===== config.mk =====
export PLATFORM = sky130hd
export DESIGN_NAME = svr_wsum
export DESIGN_NICKNAME = d
export VERILOG_FILES = /design/src/sv/svr_pkg.sv /design/src/sv/svr_wsum.sv
export SDC_FILE = /design/constraint.sdc
export NUM_CORES = 1
export LEC_CHECK = 0
export ABC_AREA = 1
export BUFFER_PORTS_ARGS = -buffer_cell sky130_fd_sc_hd__buf_2
export CORE_MARGIN = 1
export CORE_UTILIZATION = 40
export CTS_CLUSTER_DIAMETER = 120
export DETAILED_ROUTE_END_ITERATION = 8
export SETUP_SLACK_MARGIN = 0.3
export SKIP_LAST_GASP = 1
export SLEW_MARGIN = 20
export SYNTH_ARGS = -nofsm -noshare
export SYNTH_HDL_FRONTEND = slang
export SYNTH_SLANG_ARGS = --single-unit

===== constraint.sdc =====
create_clock -name clk_i -period 11 [get_ports clk_i]
set_input_delay 1.1 -clock clk_i [delete_from_list [all_inputs] [get_ports clk_i]]
set_output_delay 1.1 -clock clk_i [all_outputs]
set_load 0.1 [all_outputs]

===== src/sv/svr_pkg.sv =====
// shared types and constants of the skinned vertex repacker
// no dependencies
`default_nettype none

package svr_pkg;

  localparam logic [1:0] STAT_OK       = 2'd0;
  localparam logic [1:0] STAT_NONFIN   = 2'd1;
  localparam logic [1:0] STAT_BONE_OOR = 2'd2;

  localparam logic [31:0] FP_ONE   = 32'h3f80_0000;
  localparam logic [31:0] FP_INF   = 32'h7f80_0000;
  localparam logic [31:0] SIGN_BIT = 32'h8000_0000;
  localparam logic [7:0]  EXP_ALL  = 8'hff;

  localparam int NUM_BONES     = 4;
  localparam int ADD_STAGES    = 3;
  localparam int DIV_STEPS     = 7;
  localparam int DIV_STEP_BITS = 4;
  localparam int DIV_Q_W       = DIV_STEPS * DIV_STEP_BITS;
  localparam int PIPE_DEPTH    = 1 + ADD_STAGES + 1 + DIV_STEPS + 1;

  typedef logic [NUM_BONES-1:0][31:0] word4_t;

  typedef struct packed {
    logic [63:0] position_xy;
    logic [31:0] position_z;
    logic [63:0] normal_xy;
    logic [31:0] normal_z;
    logic [63:0] texcoord_uv;
    word4_t      bones;
    word4_t      weights;
  } vtx_in_t;

  typedef struct packed {
    logic [1:0]  status;
    logic [63:0] position_xy;
    logic [31:0] position_z;
    logic [63:0] texcoord_uv;
    logic [23:0] packed_normal;
    word4_t      bones;
  } meta_t;

  typedef struct packed {
    meta_t  meta;
    word4_t weights;
  } vtx_out_t;

endpackage

`default_nettype wire


===== src/sv/svr_wsum.sv =====
// three-stage chain of single-precision adds for non-negative weights
// depends on svr_pkg
`default_nettype none

module svr_wsum (
  input  wire logic            clk_i,
  input  wire logic            en_i,
  input  wire svr_pkg::word4_t weights_i,
  output svr_pkg::word4_t      weights_o,
  output logic [31:0]          sum_o
);

  // round-to-nearest-even add of two non-negative operands
  function automatic logic [31:0] fadd_pos(input logic [31:0] a, input logic [31:0] b);
    logic [31:0] big;
    logic [31:0] sml;
    logic [7:0]  eb;
    logic [7:0]  es;
    logic [7:0]  d;
    logic [23:0] mb;
    logic [23:0] ms;
    logic [26:0] x;
    logic [26:0] al;
    logic        st;
    logic [27:0] s;
    logic [8:0]  e;
    logic [23:0] sig;
    logic        up;
    logic [31:0] res;
    begin
      if (a[30:0] >= b[30:0]) begin
        big = a;
        sml = b;
      end else begin
        big = b;
        sml = a;
      end
      eb = (big[30:23] == 8'd0) ? 8'd1 : big[30:23];
      es = (sml[30:23] == 8'd0) ? 8'd1 : sml[30:23];
      mb = {big[30:23] != 8'd0, big[22:0]};
      ms = {sml[30:23] != 8'd0, sml[22:0]};
      d  = eb - es;
      x  = {ms, 3'b000};
      if (d >= 8'd27) begin
        al = '0;
        st = (ms != 24'd0);
      end else begin
        al = x >> d;
        st = ((x & ((27'd1 << d) - 27'd1)) != 27'd0);
      end
      s = {1'b0, mb, 3'b000} + {1'b0, al[26:1], al[0] | st};
      e = {1'b0, eb};
      if (s[27]) begin
        s = {1'b0, s[27:2], s[1] | s[0]};
        e = e + 9'd1;
      end
      sig = s[26:3];
      up  = s[2] & (s[1] | s[0] | sig[0]);
      res = {e - 9'd1, 23'd0} + {8'd0, sig} + 32'(up);
      if ((big[30:23] == svr_pkg::EXP_ALL) || (res[31:23] >= 9'd255)) begin
        res = svr_pkg::FP_INF;
      end
      fadd_pos = res;
    end
  endfunction

  svr_pkg::word4_t w_q [svr_pkg::ADD_STAGES];
  logic [31:0]     s_q [svr_pkg::ADD_STAGES];

  always_ff @(posedge clk_i) begin
    if (en_i) begin
      w_q[0] <= weights_i;
      s_q[0] <= fadd_pos(weights_i[0], weights_i[1]);
      for (int k = 1; k < svr_pkg::ADD_STAGES; k++) begin
        w_q[k] <= w_q[k-1];
        s_q[k] <= fadd_pos(s_q[k-1], w_q[k-1][k+1]);
      end
    end
  end

  assign weights_o = w_q[svr_pkg::ADD_STAGES-1];
  assign sum_o     = s_q[svr_pkg::ADD_STAGES-1];

endmodule

`default_nettype wire


Word-level counts from Yosys, hierarchy flattened
Memory sizes are Yosys's and may differ from the RTL's.
Cells that the tools add are included.
Word-level totals
  bits in writable memories: 480
  word-level logic and storage cells: 130
  output and inout port bits: 160
  memories: 2
  bits of input ports: 130
  register bits: 0
Cells by class
  reduce and logical (&&, ||, !) cells: 21
  bitwise logic cells: 18
  muxes and demuxes: 50
  equal/unequal tests: 3
  shift-type cells: 6
  $add $sub $neg: 21
  magnitude comparators: 9
Memories
  w_q: words 3, width 128, rd ports 3, clocked after Yosys merged registers in 0, wr ports 3, line svr_wsum.sv:67  | svr_pkg::word4_t w_q [svr_pkg::ADD_STAGES];
  s_q: words 3, width 32, rd ports 3, clocked after Yosys merged registers in 0, wr ports 3, line svr_wsum.sv:68  | logic [31:0] s_q [svr_pkg::ADD_STAGES];
Operator list (count)
  $mux 31: 12
  $mux 27: 12
  $mux 32: 6
  $add 32x1->32: 3
  $add 32x24->32: 3
  $ge 31x31->1: 3
  $add 27x27->28: 3
  $and 27x27->27: 3
  $reduce_bool 27->1: 3
  $shl 1x8->27 const A: 3
  $shr 27x8->27: 3
  $sub 27x1->27 const B: 3
  $reduce_bool 24->1: 3
  $mux 9: 6
  $logic_not 8->1: 6
  $mux 8: 6
  $reduce_bool 8->1: 6
  $add 8x1->9 const B: 3
  $ge 9x8->1 const B: 3
  $sub 9x1->9 const B: 3
  $eq 8x8->1 const B: 3
  $ge 8x5->1 const B: 3
  $sub 8x8->8: 3
  $or 1x1->1: 12
  other kinds (3): 14

Logic depth before layout (Yosys ltp)
An unclocked memory read counts as a cell.
  depth in word-level cells: 26
  depth in mapped cells: 76
  gate-level depth less buffers: 71

Worst setup path before layout
OpenSTA, ideal clock, no wires.
  kind: input-to-reg
  start point: in weights_i[62] in the netlist's numbering
  end point: mem s_q[0][21] (data pin)
  path buffers: 7
  stages on the path: 72
  setup slack: 1.796 ns
  arrival: 8.944 ns
  data required time: 10.740 ns
  setup time: 0.260 ns
  cells stage by stage: inv_1 ha_1 nand2_2 inv_1 nand2_1 nand2_1 a21oi_2 nand2_1 nor2_4 clkbuf_4 nand3_1 nand2_1 nand2_1 nor2_1 nand2_1 nand2_2 inv_1 ha_1 [36 not listed] inv_1 nor2_1 nand2_1 nor2_4 nand4_4 nor2_4 nand2_2 nor2_4 nor2_1 nand2_1 nand3_1 nor2_1 nand3_1 nor2_2 nand2_4 nand2_8 buf_12 nor2_4
RTL lines
  from (decl): line svr_wsum.sv:8  | input wire svr_pkg::word4_t weights_i,
  to (decl): line svr_wsum.sv:68

==> results.txt <==
- Result of the run: complete, no violations
* CTS tree: built
- Routed signal wires occupy layers up through met5.
- Number of antenna violations at the first check in global routing: 6
- Counting the buffers created by CTS gives 56.
- DIE AREA: 95100 µm²
- Dividing the synthesized area by the synthesized cell count gives 7.79 µm².
* Total clock sinks: 478
- Vias post-DR: 32956
- The pre-antenna-repair detailed-routing pass consisted of 8 iterations.
- At the end of routability-driven placement, the weighted congestion stood at 0.976.
- Placeable Area: 93200 µm²
* Switching portion of total power: 54.0%
- Proportion of power drawn by flip-flops and latches: 20.2%
- Number of standard cells after synthesis: 4820
- The final count of hold timing violations is 0.
* Category of the critical setup timing path: register to register
- After detailed routing, the wire length on met1 is 52800 µm.
- The filler cells instantiated in the layout total 9485.
- H-Tree Depth: 2
- Worst path max stage delay: 430 ps
- Most frequent cell on the critical path: nand2_1
* Proportion of layout cells with a drive suffix above 1: 15.8%
* Height of the die: 308 µm
* Total power divided by cell area: 302 nW/µm²
- Post-synth design cell area: 37500 µm²
* Highest attainable clock frequency: 101 MHz
* Final Total Pwr: 0.0125 W
- Final setup viols: 0
- Post-Route Setup TNS: 0 ps
- Number of hold buffers added after CTS: 0
- Number of cells traversed by the worst register-to-register path: 68
- Avg Vias per Cell: 5.23
* #FFs+latches synth: 478
* Highest-count cells in the layout ignoring fill and taps: nand2_1 (1268), inv_1 (547), edfxtp_1 (478)
- Per report_power, the combinational group accounts for 65.0% of the total.
* Die W: 308 µm
* Wire length of the first global-routing pass: 184000 µm
- EDFF count, synth: 478
* Internal power contribution: 0.00576 W
- Number of cells traversed by the worst hold path: 0
- Dividing the detail-routed wire length by the instance count gives 19.3 µm.
- Worst-case headroom to the max-slew limit: 30.6%
* Post-synthesis sequential area ratio: 38.2%
- The worst path uses 89.8% of the clock period.
- Leaving out fill and tap cells, the most frequent cell in the layout is nand2_1.
- VDD sags by at most 207 µV.
- Entering global routing, the biggest net connects 100 pins.
- Crit path capture type: register
- Flip-flop cell with the highest count after synthesis: edfxtp_1
- In this run the most critical hold path is launched from w_q[0][60].
- STA classifies the critical path startpoint as a register.
* Slowest cell on the critical path: fa_1
* Slew Viols, Final: 0
- Ys Warns: 0
- For this run, asynchronously set or reset flops after synthesis account for 0%.
* Initial detailed-routing violation count: 2693
- R2r endpoint: s_q[0][65]
- RSZ-0062 raised after global routing: false
* Clock edge transition at the registers on the reported setup and hold paths: 60 ps
- Row generation in the floorplan step produced 112 rows.
- Startpoint of the worst-slack reg-to-reg timing path: w_q[0][238]
- Number of distinct library cells after synthesis: 76
- In this run the worst hold path is classified as register to register.
- The number of global-route vias before repair is 31106.
* Standby leakage power: 18.9 nW
- In this run the clock root is driven by a clkbuf_16.
- Once detailed placement completed, the half-perimeter wirelength came to 98400 µm.
* Clock share of power: 14.8%
- Global routing used 25.2% of the available tracks across all layers.
- Global-route congestion overflow total: 0
* Data required time at the worst endpoint: 11420 ps
- Number of nets in the layout: 5334
- For hold timing, the worst endpoint is w_q[0][188].
- Worst Max-Slew Pin Slew: 1040 ps
* Post-route clock skew: 51.6 ps
- Area growth, synth to finish: 10.5%
- Peak fanout along the critical path: 31
- Met2 wirelength from detailed routing: 57600 µm
* Max-capacitance violation count: 0
- Worst-case register-to-register setup slack: 1120 ps
- Effective utilization at floorplan: 40.3%
* Number of nets with antenna violations after detailed routing: 0
- Worst Path Arrival: 10300 ps
* Detailed-route DRC error count: 0
- Synthesized netlist net count: 5153
* I/O Pins: 290
* Met3 wire len: 7290 µm
* Number of buffers inserted by port buffering: 289
* Power spent charging and discharging nets: 0.00676 W
- Min cycle time layout: 9880 ps
- Summed over all layers, the routed wires come to 122000 µm.
- The later pin in the worst-skew pair is clocked with a latency of 680 ps.
* Maximum number of buffers from clock root to sink: 3
==> worst max path at each step <==
stage                  startpoint         end  slack (ps)  cells after the start
floorplan           weights_i[62]  s_q[0][21]        1800                     72
global placement       s_q[0][30]  s_q[0][32]         110                     63
detailed placement     s_q[0][30]  s_q[0][32]         150                     63
CTS                   w_q[0][238]  s_q[0][66]         300                     62
global route          w_q[0][229]  s_q[0][64]         290                     68
finish                w_q[0][238]  s_q[0][65]        1120                     68
==> repair_timing <==
item / 4_1_cts / 5_1_grt
resized for setup: 1 / 23
gates cloned: 0 / 4
setup endpoints to repair: 25 / 62
setup buffers: 0 / 10
pin swaps: 0 / 5
==> power groups by stage <==
| stage | sequential, W | clock, W | combinational, W |
|---|---|---|---|
| floorplan | 0.00247 | 0 | 0.00586 |
| global placement | 0.00256 | 0 | 0.00795 |
| detailed placement | 0.00256 | 0 | 0.00792 |
| CTS | 0.00253 | 0.00191 | 0.00796 |
| global route | 0.00255 | 0.00197 | 0.00892 |
| finish | 0.00252 | 0.00185 | 0.00815 |
==> through the flow <==
step           hold slack [ps]  area, µm²  util (%)  cells  setup slack [ps]
2_1_floorplan              400      37500         -   4820              1800
3_3_place_gp               400      39500      42.3   6183               109
3_5_place_dp               405      39500      42.3   6183               145
4_1_cts                    387      41300      44.3   6286               301
5_1_grt                    380      41500      44.5   6300               293
6_report                   400      41500      44.5   6301              1120
==> cell usage after synthesis (55+ instances only) <==
library cell | count | area, µm²
nand2_1 | 1270 | 4770
nor2_1 | 370 | 1390
nand4_1 | 94 | 588
o21ai_0 | 252 | 1260
inv_1 | 548 | 2060
clkbuf_1 | 56 | 210
nand3_1 | 399 | 2000
nand2_2 | 55 | 344
xor2_1 | 100 | 876
a21oi_1 | 196 | 981
ha_1 | 197 | 2460
edfxtp_1 | 478 | 14400
buf_4 | 171 | 1280
==> area by class of cell <==
| type | instances | area (µm²) | area share [%] |
|---|---|---|---|
| flip-flops and latches | 478 | 14400 | 34.6 |
| clock inverters | 37 | 403 | 0.971 |
| clock buffers | 66 | 1440 | 3.47 |
| well taps | 1254 | 1570 | 3.78 |
| inverters | 595 | 2240 | 5.40 |
| multi-input cells | 3465 | 19100 | 46.0 |
| repair buffers | 405 | 2390 | 5.77 |
| diodes | 1 | 2.50 | 0.00603 |
==> critical path: cells and delay by family (launching register included) <==
kind            cells  cell delay, ps
compound gates      7            1150
fa+ha+maj           5            1420
buf+inv            11            1110
flops               1             420
simple gates       45            5540
==> state kept, by name, indices dropped and copies added (netlist names) <==
register	cells
w_q	384
s_q	94
==> logic make-up after synthesis <==
kind of cell | count (synthesis) | synth area share, %
other | 1 | 0.00999
and+or+nand+nor | 2495 | 31.0
buffers and inverters | 881 | 11.2
AOI/OAI and AO/OA | 627 | 9.39
xor gates and xnor gates | 126 | 3.05
adders and majority gates | 203 | 6.88
muxes | 9 | 0.240
DFF | 478 | 38.2
==> metal layers <==
| layer | vias to the layer above | GRT usage (%) |
|---|---|---|
| met2 | 1132 | 42.5 |
| met5 | - | 0 |
| met3 | 205 | 3.58 |
| li1 | 16336 | - |
| met4 | 2 | 8.24 |
| met1 | 15281 | 33.0 |
Power figures use the tool's default switching activity.
