`src/sv/svr_pkg.sv`:
```
// shared types and constants of the skinned vertex repacker
// no dependencies
`default_nettype none

package svr_pkg;

  localparam logic [1:0] STAT_OK       = 2'd0;
  localparam logic [1:0] STAT_NONFIN   = 2'd1;
  localparam logic [1:0] STAT_BONE_OOR = 2'd2;

  localparam logic [31:0] FP_ONE   = 32'h3f80_0000;
  localparam logic [31:0] FP_INF   = 32'h7f80_0000;
  localparam logic [31:0] SIGN_BIT = 32'h8000_0000;
  localparam logic [7:0]  EXP_ALL  = 8'hff;

  localparam int NUM_BONES     = 4;
  localparam int ADD_STAGES    = 3;
  localparam int DIV_STEPS     = 7;
  localparam int DIV_STEP_BITS = 4;
  localparam int DIV_Q_W       = DIV_STEPS * DIV_STEP_BITS;
  localparam int PIPE_DEPTH    = 1 + ADD_STAGES + 1 + DIV_STEPS + 1;

  typedef logic [NUM_BONES-1:0][31:0] word4_t;

  typedef struct packed {
    logic [63:0] position_xy;
    logic [31:0] position_z;
    logic [63:0] normal_xy;
    logic [31:0] normal_z;
    logic [63:0] texcoord_uv;
    word4_t      bones;
    word4_t      weights;
  } vtx_in_t;

  typedef struct packed {
    logic [1:0]  status;
    logic [63:0] position_xy;
    logic [31:0] position_z;
    logic [63:0] texcoord_uv;
    logic [23:0] packed_normal;
    word4_t      bones;
  } meta_t;

  typedef struct packed {
    meta_t  meta;
    word4_t weights;
  } vtx_out_t;

endpackage

`default_nettype wire

```
`src/sv/svr_div.sv`:
```
// one lane of a pipelined radix-2 divider for a <= b, a >= 0, b > 0
// prep stage, DIV_STEPS stages of DIV_STEP_BITS bits, rounding stage; needs svr_pkg
`default_nettype none

module svr_div (
  input  wire logic        clk_i,
  input  wire logic        en_i,
  input  wire logic [31:0] a_i,
  input  wire logic [31:0] b_i,
  output logic [31:0]      q_o
);

  localparam int NS = svr_pkg::DIV_STEPS;
  localparam int QW = svr_pkg::DIV_Q_W;

  function automatic logic [23:0] norm_sig(input logic [31:0] x, output logic [10:0] ex);
    logic [23:0] m;
    logic [4:0]  lz;
    logic [7:0]  f;
    begin
      f  = (x[30:23] == 8'd0) ? 8'd1 : x[30:23];
      m  = {x[30:23] != 8'd0, x[22:0]};
      lz = '0;
      for (int i = 0; i < 24; i++) begin
        if (m[i]) lz = 5'(23 - i);
      end
      ex       = {3'd0, f} - {6'd0, lz};
      norm_sig = m << lz;
    end
  endfunction

  logic [23:0] ma;
  logic [23:0] mbn;
  logic [10:0] ea;
  logic [10:0] eb;
  logic [24:0] r_d;
  logic [10:0] e_d;

  always_comb begin
    ma  = norm_sig(a_i, ea);
    mbn = norm_sig(b_i, eb);
    e_d = ea - eb + 11'd127;
    if (ma < mbn) begin
      r_d = {ma, 1'b0};
      e_d = e_d - 11'd1;
    end else begin
      r_d = {1'b0, ma};
    end
  end

  logic [24:0]   r_q    [NS+1];
  logic [QW-1:0] q_q    [NS+1];
  logic [23:0]   mb_q   [NS+1];
  logic [10:0]   e_q    [NS+1];
  logic          zero_q [NS+1];

  always_ff @(posedge clk_i) begin
    if (en_i) begin
      r_q[0]    <= r_d;
      q_q[0]    <= '0;
      mb_q[0]   <= mbn;
      e_q[0]    <= e_d;
      zero_q[0] <= (a_i[30:0] == 31'd0);
    end
  end

  for (genvar k = 1; k <= NS; k++) begin : g_step
    logic [24:0]   r_n;
    logic [QW-1:0] q_n;
    always_comb begin
      r_n = r_q[k-1];
      q_n = q_q[k-1];
      for (int j = 0; j < svr_pkg::DIV_STEP_BITS; j++) begin
        if (r_n >= {1'b0, mb_q[k-1]}) begin
          r_n = r_n - {1'b0, mb_q[k-1]};
          q_n = {q_n[QW-2:0], 1'b1};
        end else begin
          q_n = {q_n[QW-2:0], 1'b0};
        end
        r_n = {r_n[23:0], 1'b0};
      end
    end
    always_ff @(posedge clk_i) begin
      if (en_i) begin
        r_q[k]    <= r_n;
        q_q[k]    <= q_n;
        mb_q[k]   <= mb_q[k-1];
        e_q[k]    <= e_q[k-1];
        zero_q[k] <= zero_q[k-1];
      end
    end
  end

  logic [25:0] t;
  logic [25:0] ts;
  logic [10:0] nsh;
  logic [4:0]  sh;
  logic [7:0]  ef;
  logic        st2;
  logic [23:0] sig;
  logic        up;
  logic [31:0] res;

  always_comb begin
    t   = {q_q[NS][QW-1:QW-25], (|q_q[NS][QW-26:0]) | (r_q[NS] != 25'd0)};
    nsh = 11'd1 - e_q[NS];
    if (!e_q[NS][10] && (e_q[NS] != 11'd0)) begin
      sh = '0;
      ef = e_q[NS][7:0];
    end else begin
      sh = (nsh > 11'd26) ? 5'd26 : nsh[4:0];
      ef = 8'd1;
    end
    ts  = t >> sh;
    st2 = ((t & ((26'd1 << sh) - 26'd1)) != 26'd0);
    sig = ts[25:2];
    up  = ts[1] & (ts[0] | st2 | sig[0]);
    res = {1'b0, ef - 8'd1, 23'd0} + {8'd0, sig} + 32'(up);
    if (zero_q[NS]) res = '0;
  end

  always_ff @(posedge clk_i) begin
    if (en_i) begin
      q_o <= res;
    end
  end

endmodule

`default_nettype wire

```
`config.mk`:
```
export PLATFORM = sky130hd
export DESIGN_NAME = svr_div
export DESIGN_NICKNAME = d
export VERILOG_FILES = /design/src/sv/svr_pkg.sv /design/src/sv/svr_div.sv
export SDC_FILE = /design/constraint.sdc
export NUM_CORES = 2
export LEC_CHECK = 0
export CAP_MARGIN = 10
export CORE_AREA = 5 5 512 514
export DETAILED_ROUTE_END_ITERATION = 8
export DIE_AREA = 0 0 517 519
export DONT_BUFFER_PORTS = 1
export GPL_TIMING_DRIVEN = 0
export PLACE_DENSITY_LB_ADDON = 0.2
export SKIP_CTS_REPAIR_TIMING = 1
export SYNTH_ARGS = -nofsm -noshare
export SYNTH_HDL_FRONTEND = slang
export SYNTH_SLANG_ARGS = --single-unit
```
`constraint.sdc`:
```
create_clock -name clk_i -period 19.7 [get_ports clk_i]
set_input_delay 2.955 -clock clk_i [delete_from_list [all_inputs] [get_ports clk_i]]
set_output_delay 2.955 -clock clk_i [all_outputs]
set_load 0.01 [all_outputs]
```
# Word level (Yosys, flattened, before mapping)
# Memories as Yosys holds them, arrays and structs flattened.
# Index checks and enable logic that the tools add are counted.
dict set report word_totals {
  regBits 32
  latchBits 0
  mem_bits_rw 712
  mem_bits_ro 0
  inputBits 66
  out_inout_bits 32
  mem_count 5
}
dict set report op_classes {
  n_addsub 38
  multipliers 0
  div 0
  n_lt_le_gt_ge 30
  n_eq_ne 0
  shifts 4
  mux 113
  bitwise 5
  reduce_logical 11
}
# name depth word_bits read_ports rd_clocked_by_memory_dff write_ports line_no
set mem_list {}
lappend mem_list {q_q 8 28 8 0 8 svr_div.sv:52} ;# logic [QW-1:0] q_q [NS+1];
lappend mem_list {r_q 8 25 8 0 8 svr_div.sv:51} ;# logic [24:0] r_q [NS+1];
lappend mem_list {mb_q 8 24 7 0 8 svr_div.sv:53} ;# logic [23:0] mb_q [NS+1];
lappend mem_list {e_q 8 11 8 0 8 svr_div.sv:54} ;# logic [10:0] e_q [NS+1];
lappend mem_list {zero_q 8 1 8 0 8 svr_div.sv:55} ;# logic zero_q [NS+1];
# operator n
set op_table {}
lappend op_table {{greater-or-equal comparator 25 x 24 -> 1 bit} 28}
lappend op_table {{two-way mux 24 bit} 28}
lappend op_table {{subtractor 24 bit} 28}
lappend op_table {{two-way mux 5 bit} 50}
lappend op_table {{<< shifter 24 x 5 -> 24 bit} 2}
lappend op_table {{adder 31 x 24 -> 32 bit} 1}
lappend op_table {{adder 32 x 1 -> 32 bit} 1}
lappend op_table {{logical NOT 31 bit} 1}
lappend op_table {{two-way mux 1 bit} 30}
lappend op_table {{AND 26 bit} 1}
lappend op_table {{nonzero test 26 bit} 1}
lappend op_table {{<< shifter 1 x 5 -> 26 bit (first input constant)} 1}
lappend op_table {{right shift 26 x 5 -> 26 bit} 1}
lappend op_table {{subtractor 26 x 1 -> 26 bit (second input constant)} 1}
lappend op_table {{two-way mux 25 bit} 1}
lappend op_table {{nonzero test 25 bit} 1}
lappend op_table {{less-than comparator 24 bit} 1}
lappend op_table {{two-way mux 8 bit} 3}
lappend op_table {{subtractor 8 x 5 -> 9 bit} 2}
lappend op_table {{logical NOT 8 bit} 2}
lappend op_table {{nonzero test 8 bit} 2}
lappend op_table {{adder 10 x 8 -> 11 bit (second input constant)} 1}
lappend op_table {{greater-than comparator 11 x 5 -> 1 bit (second input constant)} 1}
lappend op_table {{two-way mux 11 bit} 1}
lappend op_table {{10 further kinds} 12}

# Depth between registers and ports, before layout
dict set report depth {
  depth_word 29
  ltp_mapped 57
}

# Worst setup path after synthesis
# Ideal clock, no wire load.
dict set report synth_path {
  path_type {register to register}
  from {mem mb_q[5][1]}
  to {mem r_q[6][6] (netlist: r_q[1][56]) (data pin)}
  setup_ps 260
  arrival_ps 12266
  required_time_ps 19440
  slack_ps 7174
  path_stages_with_launch 53
  path_cell_list {edfxtp_1 inv_1 ha_1 nor2b_1 o2111ai_1 nand3_1 a2111oi_0 o31ai_1 o21ai_0 clkbuf_1 clkbuf_1 mux2_2 ha_1 or2_2 a21oi_1 a31oi_1 a21o_1 a211oi_1 [17 not listed] clkbuf_1 clkbuf_1 nor2_1 ha_1 nor2b_1 o31a_1 o41ai_1 a21o_1 a31oi_1 a2111oi_0 o21ai_0 a21o_1 a41o_1 o21bai_1 nor2_1 a21oi_1 clkbuf_1 mux2_2}
}
# item line_no
set synth_lines {}
lappend synth_lines {{from (decl)} svr_div.sv:53}
lappend synth_lines {{to (decl)} svr_div.sv:51}

==> impl_results.md <==
- Status: finished clean
- Fmax: 0.05557 GHz
- Most frequent cell after synthesis: ha_1
- Crit path top cell by count: clkbuf_1
- Core Box Area: 256,500 um2
- Post-synth EDFFs: 601
- Vias/cell: 5.136
- Minimum clock period: about 18,000 ps
- Synth warn: 0
- Vias in the first global route: 52,970
- Chip width: 517 um
- Initial antenna violation count: 5
- Die Span Y: a little over 500 um
- CTS max path bufs: 3
- Syn_nets: slightly below 8,000
- Num rows: around 190
- Number of routed nets with antenna violations: 0
- Clk Latency, worst-skew pair: 700 ps
- Die footprint: 268,300 um2
- Setup Skew: 49.98 ps
- Routed wire length: 215,500 um
- Sequential area share after synthesis: 28.21%
- Total CTS buffers: 77
- Crit Path Class: register to register
- Most common flop cell mapped by yosys: edfxtp_1
- Port bufs: 0
- Rel. slew slack: 4.883%
- RePlAce Congestion: about 0.91
- Mapped cell area: 63,980 um2
- Final Hold Vio Count: 0
- Fin Setup TNS: 0 ps
- Async SR Flop Fraction: 0%
- Post-synth top area cell: edfxtp_1
- H-tree levels: 3
- GRT Total Usage: between 10% and 20%
- Final slew viol count: 0
- Largest net degree at the start of global routing: roughly 600
- Synthesized area per cell: ~8.9 um2
- Slowest stage delay, CP: 870 ps
- Tcrit/Tclk final: 91.35%
- First-pass GRT wire length: 325,000 um
- Slowest CP cell: a2111oi_0
- Root buffer cell: clkbuf_16
- Drt drc: 0
- Critical Path Start Type: register
- Detailed-router iteration count before antenna repair: 6
- Hold depth: 0
- Hold WS: approximately 410 ps
- Post-synth top cells: ha_1, a21oi_1, edfxtp_1
- MaxCap Viol Count: 0
- CP top delay family: compound AO/OA/AOI/OAI gates
- Ports: approximately 100
- Post-synth cell types: 118
- Main area contributors after synthesis: edfxtp_1, ha_1, mux2_2
- Grt ovf: 0
- CP arrival: 18,450 ps
- Worst Path Max Fanout: 10
- CP Buf/Inv Count: 8
- CTS tree: yes
- DR iter-0 viols: 3,977
- # nets final: 8,035
- Setup crit end kind: register
- Post-Syn Instances: 7,163
- Dpl hpwl: 175,900 um
- Yosys top cell area share: 28.21%
- WP depth: 52
- Share of post-route cells with drive strength above 1: 8.152%
- Worst Hold Class: register to register
- FF-to-FF path depth: 52
- Worst-path clk slew: 60 ps
- Initial Util: 24.95%
- Routed vias: 54,940
- Measured slew at the worst slew-check pin: 1427 ps
- Required @ worst endpoint: 20,150 ps
- Syn-to-layout area delta: 10.99%
- Yosys reg bits: 601
- RSZ-0062 raised after global routing: no
- CTS Sinks: approximately 600
- Final setup viols: 0
- Avg WL per Cell: between 20 and 25 um
## logic make-up after synthesis
family | Yosys count | synth area share, %
AOI/OAI and AO/OA | 2144 | 21.97
xor gates and xnor gates | 598 | 8.186
adders and majority gates | 720 | 14.21
and+or+nand+nor | 1983 | 14.97
muxes | 515 | 8.843
DFF | 601 | 28.21
other | 1 | 0.005861
buffers and inverters | 601 | 3.598
## stage by stage
step	area (um2)	cells	setup slack (ps)	utilization, %
CTS	70920	10690	2146	27.65
floorplan	63980	7163	7174	-
detailed placement	68260	10550	2259	26.62
finish	71010	10700	1703	27.69
global placement	68210	10550	1479	26.60
global route	71010	10700	586.2	27.69
## worst paths after layout
path	start	endpoint	slack, ps
worst min register to register	e_q[0][35]$_DFFE_PP_	e_q[1][2]$_DFFE_PP_	410
worst min-delay path	e_q[0][35]$_DFFE_PP_	e_q[1][2]$_DFFE_PP_	410
worst max-delay path	mb_q[5][1]$_DFFE_PP_	r_q[1][73]$_DFFE_PP_	1700
worst max register to register	mb_q[5][1]$_DFFE_PP_	r_q[1][73]$_DFFE_PP_	1700
## final cells by class
class / instances / area (um2)
multi-input cells: 5961 / 43650
clock inverters: 46 / 670.6
well taps: 3384 / 4234
clock buffers: 95 / 1994
inverters: 426 / 1599
repair buffers: 7 / 110.1
fillers: 27300 / 185400
flip-flops and latches: 601 / 18050
diodes: 1 / 2.502
plain buffers: 175 / 703.2
## registers in the layout (all words and copies together), names as in the netlist
name	count
r_q	193
zero_q	8
q_o	32
q_q	112
mb_q	168
e_q	88
## layout by cell type, fill, tap and decap left out, drive strengths merged, types with 21 or more instances in the layout
master / count
or2: 33
nand3: 149
nor2: 564
or3: 41
o22ai: 26
and2: 45
a21oi: 634
mux2i: 167
a31oi: 61
mux2: 342
nor3b: 21
a21o: 265
nor2b: 79
nor4: 58
and3: 67
a22oi: 25
o31ai: 55
buf: 44
edfxtp: 601
o21a: 121
a211o: 27
clkinv: 32
o21bai: 107
nor3: 147
inv: 426
xnor2: 398
nand4: 92
a211oi: 79
clkbuf: 233
ha: 709
xor2: 200
o31a: 27
a221o: 29
nand2b: 98
nand2: 524
o211ai: 46
o21ai: 413
## metal layers
layer  track usage (%)  part of all wire, %  vias to the layer above
met5                 0               0.0032                        -
li1                  -                    -                    27050
met3             1.577                  4.0                      235
met1             21.28                   47                    26470
met4             3.638                  2.2                        2
met2             25.78                   47                     1182
Power is not shown: default switching activity piles up to over one toggle a cycle in this logic, so the estimate is an artifact.
