--- src/sv/svr_pkg.sv ---
// shared types and constants of the skinned vertex repacker
// no dependencies
`default_nettype none

package svr_pkg;

  localparam logic [1:0] STAT_OK       = 2'd0;
  localparam logic [1:0] STAT_NONFIN   = 2'd1;
  localparam logic [1:0] STAT_BONE_OOR = 2'd2;

  localparam logic [31:0] FP_ONE   = 32'h3f80_0000;
  localparam logic [31:0] FP_INF   = 32'h7f80_0000;
  localparam logic [31:0] SIGN_BIT = 32'h8000_0000;
  localparam logic [7:0]  EXP_ALL  = 8'hff;

  localparam int NUM_BONES     = 4;
  localparam int ADD_STAGES    = 3;
  localparam int DIV_STEPS     = 7;
  localparam int DIV_STEP_BITS = 4;
  localparam int DIV_Q_W       = DIV_STEPS * DIV_STEP_BITS;
  localparam int PIPE_DEPTH    = 1 + ADD_STAGES + 1 + DIV_STEPS + 1;

  typedef logic [NUM_BONES-1:0][31:0] word4_t;

  typedef struct packed {
    logic [63:0] position_xy;
    logic [31:0] position_z;
    logic [63:0] normal_xy;
    logic [31:0] normal_z;
    logic [63:0] texcoord_uv;
    word4_t      bones;
    word4_t      weights;
  } vtx_in_t;

  typedef struct packed {
    logic [1:0]  status;
    logic [63:0] position_xy;
    logic [31:0] position_z;
    logic [63:0] texcoord_uv;
    logic [23:0] packed_normal;
    word4_t      bones;
  } meta_t;

  typedef struct packed {
    meta_t  meta;
    word4_t weights;
  } vtx_out_t;

endpackage

`default_nettype wire

--- src/sv/svr_front.sv ---
// first stage: finite checks, bone filtering, range check and normal packing
// depends on svr_pkg
`default_nettype none

module svr_front (
  input  wire logic             clk_i,
  input  wire logic             en_i,
  input  wire logic [15:0]      bone_lim_i,
  input  wire svr_pkg::vtx_in_t vtx_i,
  output svr_pkg::meta_t        meta_o,
  output svr_pkg::word4_t       weights_o
);

  function automatic logic [7:0] normal_byte(input logic [31:0] c);
    logic [7:0]  e;
    logic [30:0] p;
    logic [23:0] keep;
    logic        g;
    logic        st;
    logic [24:0] r;
    logic [24:0] sh;
    logic [7:0]  mag;
    begin
      e    = c[30:23];
      p    = {7'd0, 1'b1, c[22:0]} * 31'd127;
      keep = '0;
      g    = 1'b0;
      st   = 1'b0;
      r    = '0;
      sh   = '0;
      mag  = '0;
      if (e >= 8'd127) begin
        mag = 8'd127;
      end else if (e >= 8'd120) begin
        if (p[30]) begin
          keep = p[30:7];
          g    = p[6];
          st   = |p[5:0];
          r    = {1'b0, keep} + 25'(g & (st | keep[0]));
          sh   = r >> (8'd143 - e);
        end else begin
          keep = p[29:6];
          g    = p[5];
          st   = |p[4:0];
          r    = {1'b0, keep} + 25'(g & (st | keep[0]));
          sh   = r >> (8'd144 - e);
        end
        mag = sh[7:0];
      end
      normal_byte = c[31] ? (8'd0 - mag) : mag;
    end
  endfunction

  logic            nonfin;
  logic [3:0]      keep;
  logic [3:0]      oor;
  logic [1:0]      status;
  svr_pkg::meta_t  meta_d;
  svr_pkg::word4_t w_d;

  always_comb begin
    nonfin = (vtx_i.position_xy[30:23] == svr_pkg::EXP_ALL)
           | (vtx_i.position_xy[62:55] == svr_pkg::EXP_ALL)
           | (vtx_i.position_z[30:23]  == svr_pkg::EXP_ALL)
           | (vtx_i.normal_xy[30:23]   == svr_pkg::EXP_ALL)
           | (vtx_i.normal_xy[62:55]   == svr_pkg::EXP_ALL)
           | (vtx_i.normal_z[30:23]    == svr_pkg::EXP_ALL)
           | (vtx_i.texcoord_uv[30:23] == svr_pkg::EXP_ALL)
           | (vtx_i.texcoord_uv[62:55] == svr_pkg::EXP_ALL);
    for (int i = 0; i < svr_pkg::NUM_BONES; i++) begin
      keep[i] = !vtx_i.bones[i][31] && !vtx_i.weights[i][31]
             && (vtx_i.weights[i][30:23] != svr_pkg::EXP_ALL)
             && (vtx_i.weights[i][30:0] != 31'd0);
      oor[i]  = keep[i] && (vtx_i.bones[i] >= {16'd0, bone_lim_i});
      w_d[i]  = keep[i] ? vtx_i.weights[i] : 32'd0;
    end
    if (nonfin) begin
      status = svr_pkg::STAT_NONFIN;
    end else if (|oor) begin
      status = svr_pkg::STAT_BONE_OOR;
    end else begin
      status = svr_pkg::STAT_OK;
    end
    meta_d = '0;
    meta_d.status = status;
    if (status == svr_pkg::STAT_OK) begin
      meta_d.position_xy   = vtx_i.position_xy;
      meta_d.position_z    = vtx_i.position_z ^ svr_pkg::SIGN_BIT;
      meta_d.texcoord_uv   = vtx_i.texcoord_uv;
      meta_d.packed_normal = {normal_byte(vtx_i.normal_z ^ svr_pkg::SIGN_BIT),
                              normal_byte(vtx_i.normal_xy[63:32]),
                              normal_byte(vtx_i.normal_xy[31:0])};
      for (int i = 0; i < svr_pkg::NUM_BONES; i++) begin
        meta_d.bones[i] = keep[i] ? (vtx_i.bones[i] + 32'd1) : 32'd0;
      end
    end
  end

  always_ff @(posedge clk_i) begin
    if (en_i) begin
      meta_o    <= meta_d;
      weights_o <= w_d;
    end
  end

endmodule

`default_nettype wire

--- config.mk ---
export PLATFORM = sky130hd
export DESIGN_NAME = svr_front
export DESIGN_NICKNAME = d
export VERILOG_FILES = /design/src/sv/svr_pkg.sv /design/src/sv/svr_front.sv
export SDC_FILE = /design/constraint.sdc
export NUM_CORES = 2
export LEC_CHECK = 0
export ABC_CLOCK_PERIOD_IN_PS = 9600
export BUFFER_PORTS_ARGS = -buffer_cell sky130_fd_sc_hd__buf_2
export CAP_MARGIN = 20
export CELL_PAD_IN_SITES_DETAIL_PLACEMENT = 0
export CELL_PAD_IN_SITES_GLOBAL_PLACEMENT = 2
export CORE_AREA = 8 8 377 379
export DETAILED_ROUTE_END_ITERATION = 8
export DIE_AREA = 0 0 385 387
export PLACE_DENSITY = 0.92
export SYNTH_ARGS = -nofsm -noshare
export SYNTH_HDL_FRONTEND = slang
export SYNTH_SLANG_ARGS = --single-unit
--- constraint.sdc ---
create_clock -name clk_i -period 9.6 [get_ports clk_i]
set_input_delay 0 -clock clk_i [delete_from_list [all_inputs] [get_ports clk_i]]
set_output_delay 0 -clock clk_i [all_outputs]
set_load 0.005 [all_outputs]
Yosys cells after proc, flatten, opt, wreduce, memory -nomap -nowiden
Index checks and enable logic that the tools add are counted.
{ "classes": {"add_sub_neg": 19, "mul": 3, "magnitude_cmp": 10, "eq_ne": 12, "shift": 6, "muxes": 17, "n_bitwise": 20, "n_reduce_logical": 40} }
{ "ops": {"columns": ["op", "n"], "rows": [
  ["$add 24x1->25", 6],
  ["$shr 25x8->8", 6],
  ["$add 32x1->32 const B", 4],
  ["$ge 32x16->1", 4],
  ["$reduce_bool 31->1", 4],
  ["$mux 8", 15],
  ["$mul 24x7->31 const B", 3],
  ["$eq 8x8->1 const B", 8],
  ["$ge 8x7->1 const B", 6],
  ["$sub 8x8->8 const A", 6],
  ["$ne 8x8->1 const B", 4],
  ["$sub 1x8->8 const A", 3],
  ["$reduce_or 6->1", 3],
  ["$logic_and 1x1->1", 16],
  ["$reduce_or 5->1", 3],
  ["$or 1x1->1", 13],
  ["$logic_not 1->1", 8],
  ["$reduce_and 2->1", 4],
  ["$and 1x1->1", 6],
  ["$mux 2", 2],
  ["$reduce_or 4->1", 1],
  ["$logic_not 2->1", 1],
  ["$not 1->1", 1]
]} }
{ "totals": {"register_bits": 442, "inputBits": 530, "out_inout_bits": 442, "word_cells": 140} }

Logic depth before layout (Yosys ltp)
{ "logic_depth": {"ltp_word": 13, "mapped_depth": 32, "depth_no_buf": 29} }

Worst setup path after synthesis
OpenSTA, ideal clock, no wires.
{ "synth_timing": {"path_type": "input to register", "startpoint": "in vtx_i[384] (netlist name)", "endpoint": "reg meta_o[142] (netlist name) (data pin)", "setup_time_ns": 0.266, "arrival_ns": 6.666, "path_slack_ns": 2.668, "cell_stages": 31, "path_buffers": 3, "path_cell_list": "fa_1 > inv_1 > fa_1 > fa_1 > inv_1 > fa_1 > ha_1 > buf_6 > a21oi_4 > nand2_1 > nor2_1 > xnor2_1 > ha_1 > inv_1 > a31oi_1 > o2111ai_1 > or4_1 > buf_2 > nor3_4 > and3_1 > buf_2 > a21oi_1 > or3_1 > a311oi_1 > o41a_1 > o311ai_1 > nor3_1 > ha_1 > a41oi_2 > xnor2_1 > nor2_1"} }
{ "synth_between": {"elab_chain_cells": 12} }
{ "synth_lines": {"columns": ["element", "line", "source"], "rows": [
  ["from (decl)", "svr_front.sv:9", "input wire svr_pkg::vtx_in_t vtx_i,"],
  ["$mul 24x7->31 *", "svr_front.sv:25", "p = {7'd0, 1'b1, c[22:0]} * 31'd127;"],
  ["$reduce_or 6->1 or $reduce_or 5->1 (tied branches)", "svr_front.sv:38, svr_front.sv:44", null],
  ["$or 1x1->1 (on tied branches)", "svr_front.sv:39, svr_front.sv:45", null],
  ["$and 1x1->1 (on tied branches)", "svr_front.sv:39, svr_front.sv:45", null],
  ["$add 24x1->25 (on tied branches)", "svr_front.sv:39, svr_front.sv:45", null],
  ["$shr 25x8->8 (on tied branches)", "svr_front.sv:40, svr_front.sv:46", null],
  ["$mux 8 *", "svr_front.sv:35", "if (p[30]) begin"],
  ["$mux 8 *", "svr_front.sv:34", "end else if (e >= 8'd120) begin"],
  ["$mux 8 *", "svr_front.sv:32", "if (e >= 8'd127) begin"],
  ["$mux 8 *", "svr_front.sv:86", "if (status == svr_pkg::STAT_OK) begin"],
  ["$sub 1x8->8", "svr_front.sv:50", "normal_byte = c[31] ? (8'd0 - mag) : mag;"],
  ["$mux 8 *", "svr_front.sv:50", null],
  ["to (signal assigned)", "svr_front.sv:101", "meta_o <= meta_d;"],
  ["to (decl)", "svr_front.sv:10", "output svr_pkg::meta_t meta_o,"]
]} }
Mark *: on every way between the ends. The rest lies on a longest branch, timed or not. The select of a mux whose other input is x is not followed.
A chain may end at the register's enable or synchronous reset.

Final worst setup path
{ "layout_timing": {"startpoint": "in vtx_i[387] (netlist name)", "endpoint": "reg meta_o[142] (netlist name) (data pin)"} }
Same word-level chain as after synthesis.

==> results_dict.tcl <==
set metrics [dict create \
    status "complete, but fails checks" \
    failed_checks "negative hold slack" \
    slowest_delay_ps 660 \
    fin_util_pct 42.8 \
    power_mw 24.0 \
    drive_gt1_share_pct 20.0 \
    hp-start "vtx_i[262]" \
    slew_viol_final 0 \
    first_global_vias 45200 \
    slew_headroom_pct 19.7 \
    cpMaxStageDelayCell "or4_1" \
    critPathMaxFanout 10 \
    firstDrtPassIters 6 \
    cts_resized 0 \
    drtAntennaViolNets 0 \
    drc 0 \
    cp_num_buf_inv 4 \
    grt_pass1_wl_um 321000 \
    fp-row-count 136 \
    holdWs_ps -10.9 \
    post-route-period-util_pct 81.0 \
    total_leakage_power_nw 24.0 \
    die_area_mm2 0.149 \
    coreArea_mm2 0.136 \
    synth_cell_types 132 \
    nets 7316 \
    cts_root_buf "clkbuf_16" \
    synthesis.instances 5026 \
    final_hold_viol_count 1 \
    timing.critical_path.mode_cell "fa_1" \
    cp-start-kind "input port" \
    vias_per_cell 5.79 \
    maxCapViolCount 0 \
    p_per_area_mw_per_mm2 411 \
    syn-mean-instance-area_um2 9.13 \
    yosysSeqAreaShare_pct 28.9 \
    setup_tns_ps 0 \
    cp.depth 29 \
    htree_levels 2 \
    ios 972 \
    clk_transition_reported_paths_ps 60 \
    initial_core_util_pct 33.7 \
    vdd_ir_drop_max_v 0.000340 \
    finalCriticalPeriod_ps 7770 \
    setup_ws_ps 1830 \
    cp_top_family "adder cells" \
    dp_slack_ps 1270 \
    worst_ep_required_time_ps 9920 \
    critical_path_class "input port to flop" \
    end_kind "flop" \
    cts_tree "yes" \
    synth-seq-cells 442 \
    numCtsBuffers 51 \
    met3_usage_pct 9.02 \
    gp_congestion 1.02 \
    area_growth_pct 27.2 \
    drt-initial-drc-count 5692 \
    grt_max_degree 157 \
    vias 47400 \
    grt_usage_pct 28.8 \
    clock-sinks 442 \
    wire_per_inst_um 27.7 \
    layout_common_cells "buf_2 (971), edfxtp_1 (442), dlygate4sd3_1 (403), inv_1 (376), nand2_1 (349)" \
    hp-class "input port to flop" \
    grt-busiest-layer "met2" \
    arrival_ps 8100 \
    numPortBuffers 971 \
    overflow 0 \
    grt_antenna_before_repair 85 \
    fill_cells 13400 \
    cp-endpoint "meta_o[142]" \
    dp_hpwl_um 186000 \
    setup_viol 0 \
    clk_path_buf_depth 3 \
    die_y_um 387 \
    synth_edf_count 442 \
    rsz0062_at_grt "false" \
    final_common_cell "buf_2" \
    met1_usage_pct 39.0 \
    wl_um 227000 \
    die_x_um 385 \
    max_freq_mhz 129 \
    crit_path_start "vtx_i[387]" \
    worst_pin_slew_ps 1190 \
    yosysWarnings 0 \
    async_reset_ff_share_pct 0 \
    synth_ff_type "edfxtp_1" \
    use_met2_pct 43.5 \
    syn-cell-area_mm2 0.0459 \
]
[per-layer routing]
metal	part of all wire [%]	wire (um)
met1	41	94000
met4	4.0	9050
met3	12	26500
met2	43	97300
met5	0.080	181
[sequential cells by signal, indices dropped and copies added, names as in the netlist]
register   flops
meta_o       314
weights_o    128
[worst min-delay path by stage]
stage	endpoint	slack, ps	cells past startpoint
final	meta_o[158]	-10	2
after global routing	weights_o[32]	30	4
after CTS	weights_o[37]	3	4
after detailed placement	meta_o[202]	280	2
after global placement	meta_o[166]	280	2
after floorplan	meta_o[0]	110	0
[Yosys cell counts (160+ instances only)]
cell / n / area share [%]
nand3_1: 187 / 2.0
and2_1: 336 / 4.6
clkbuf_1: 193 / 1.6
nor2_1: 335 / 2.7
nor3_1: 161 / 1.8
a21oi_1: 202 / 2.2
edfxtp_1: 442 / 29
inv_1: 376 / 3.1
xnor2_1: 160 / 3.1
ha_1: 233 / 6.4
nand2_1: 349 / 2.9
fa_1: 252 / 11
[where the power goes]
part / leakage, nW / total, mW / internal [mW] / switching, mW
sequential: 4.24 / 2.40 / 2.30 / 0.0926
combinational: 19.0 / 19.6 / 6.15 / 13.4
clock: 0.797 / 2.01 / 1.13 / 0.877
total: 24.0 / 24.0 / 9.59 / 14.4
[area by class of cell]
class / count / area, um^2 / share of cell area, %
multi-input combinational: 3996 / 30300 / 52.0
clock inverter: 25 / 295 / 0.506
antenna: 48 / 120 / 0.206
timing repair buffer: 1422 / 9300 / 15.9
sequential: 442 / 13300 / 22.7
clock buffer: 66 / 1350 / 2.32
tap: 1794 / 2240 / 3.84
inverter: 388 / 1460 / 2.49
[repair_timing]
action	in CTS	in global routing
endpoints found under the hold margin	448	1
hold buffers	402	1
buffers inserted	0	0
[cells by family after synthesis]
family / share of synthesized area, %
and+or+nand+nor: 24.0
adders and majority gates: 17.3
other: 0.00817
muxes: 2.14
buffers and inverters: 5.58
DFF: 28.9
AOI/OAI and AO/OA: 17.6
xor gates and xnor gates: 4.39
[metrics by stage]
step,hold slack [ps],area [um^2],std cells
CTS,2.97,58200,8131
global route,27.8,58300,8151
detailed placement,279,52600,7638
floorplan,112,46100,5089
global placement,276,52600,7637
finish,-10.9,58400,8181
Note: power is estimated with default switching activity, not from simulation.
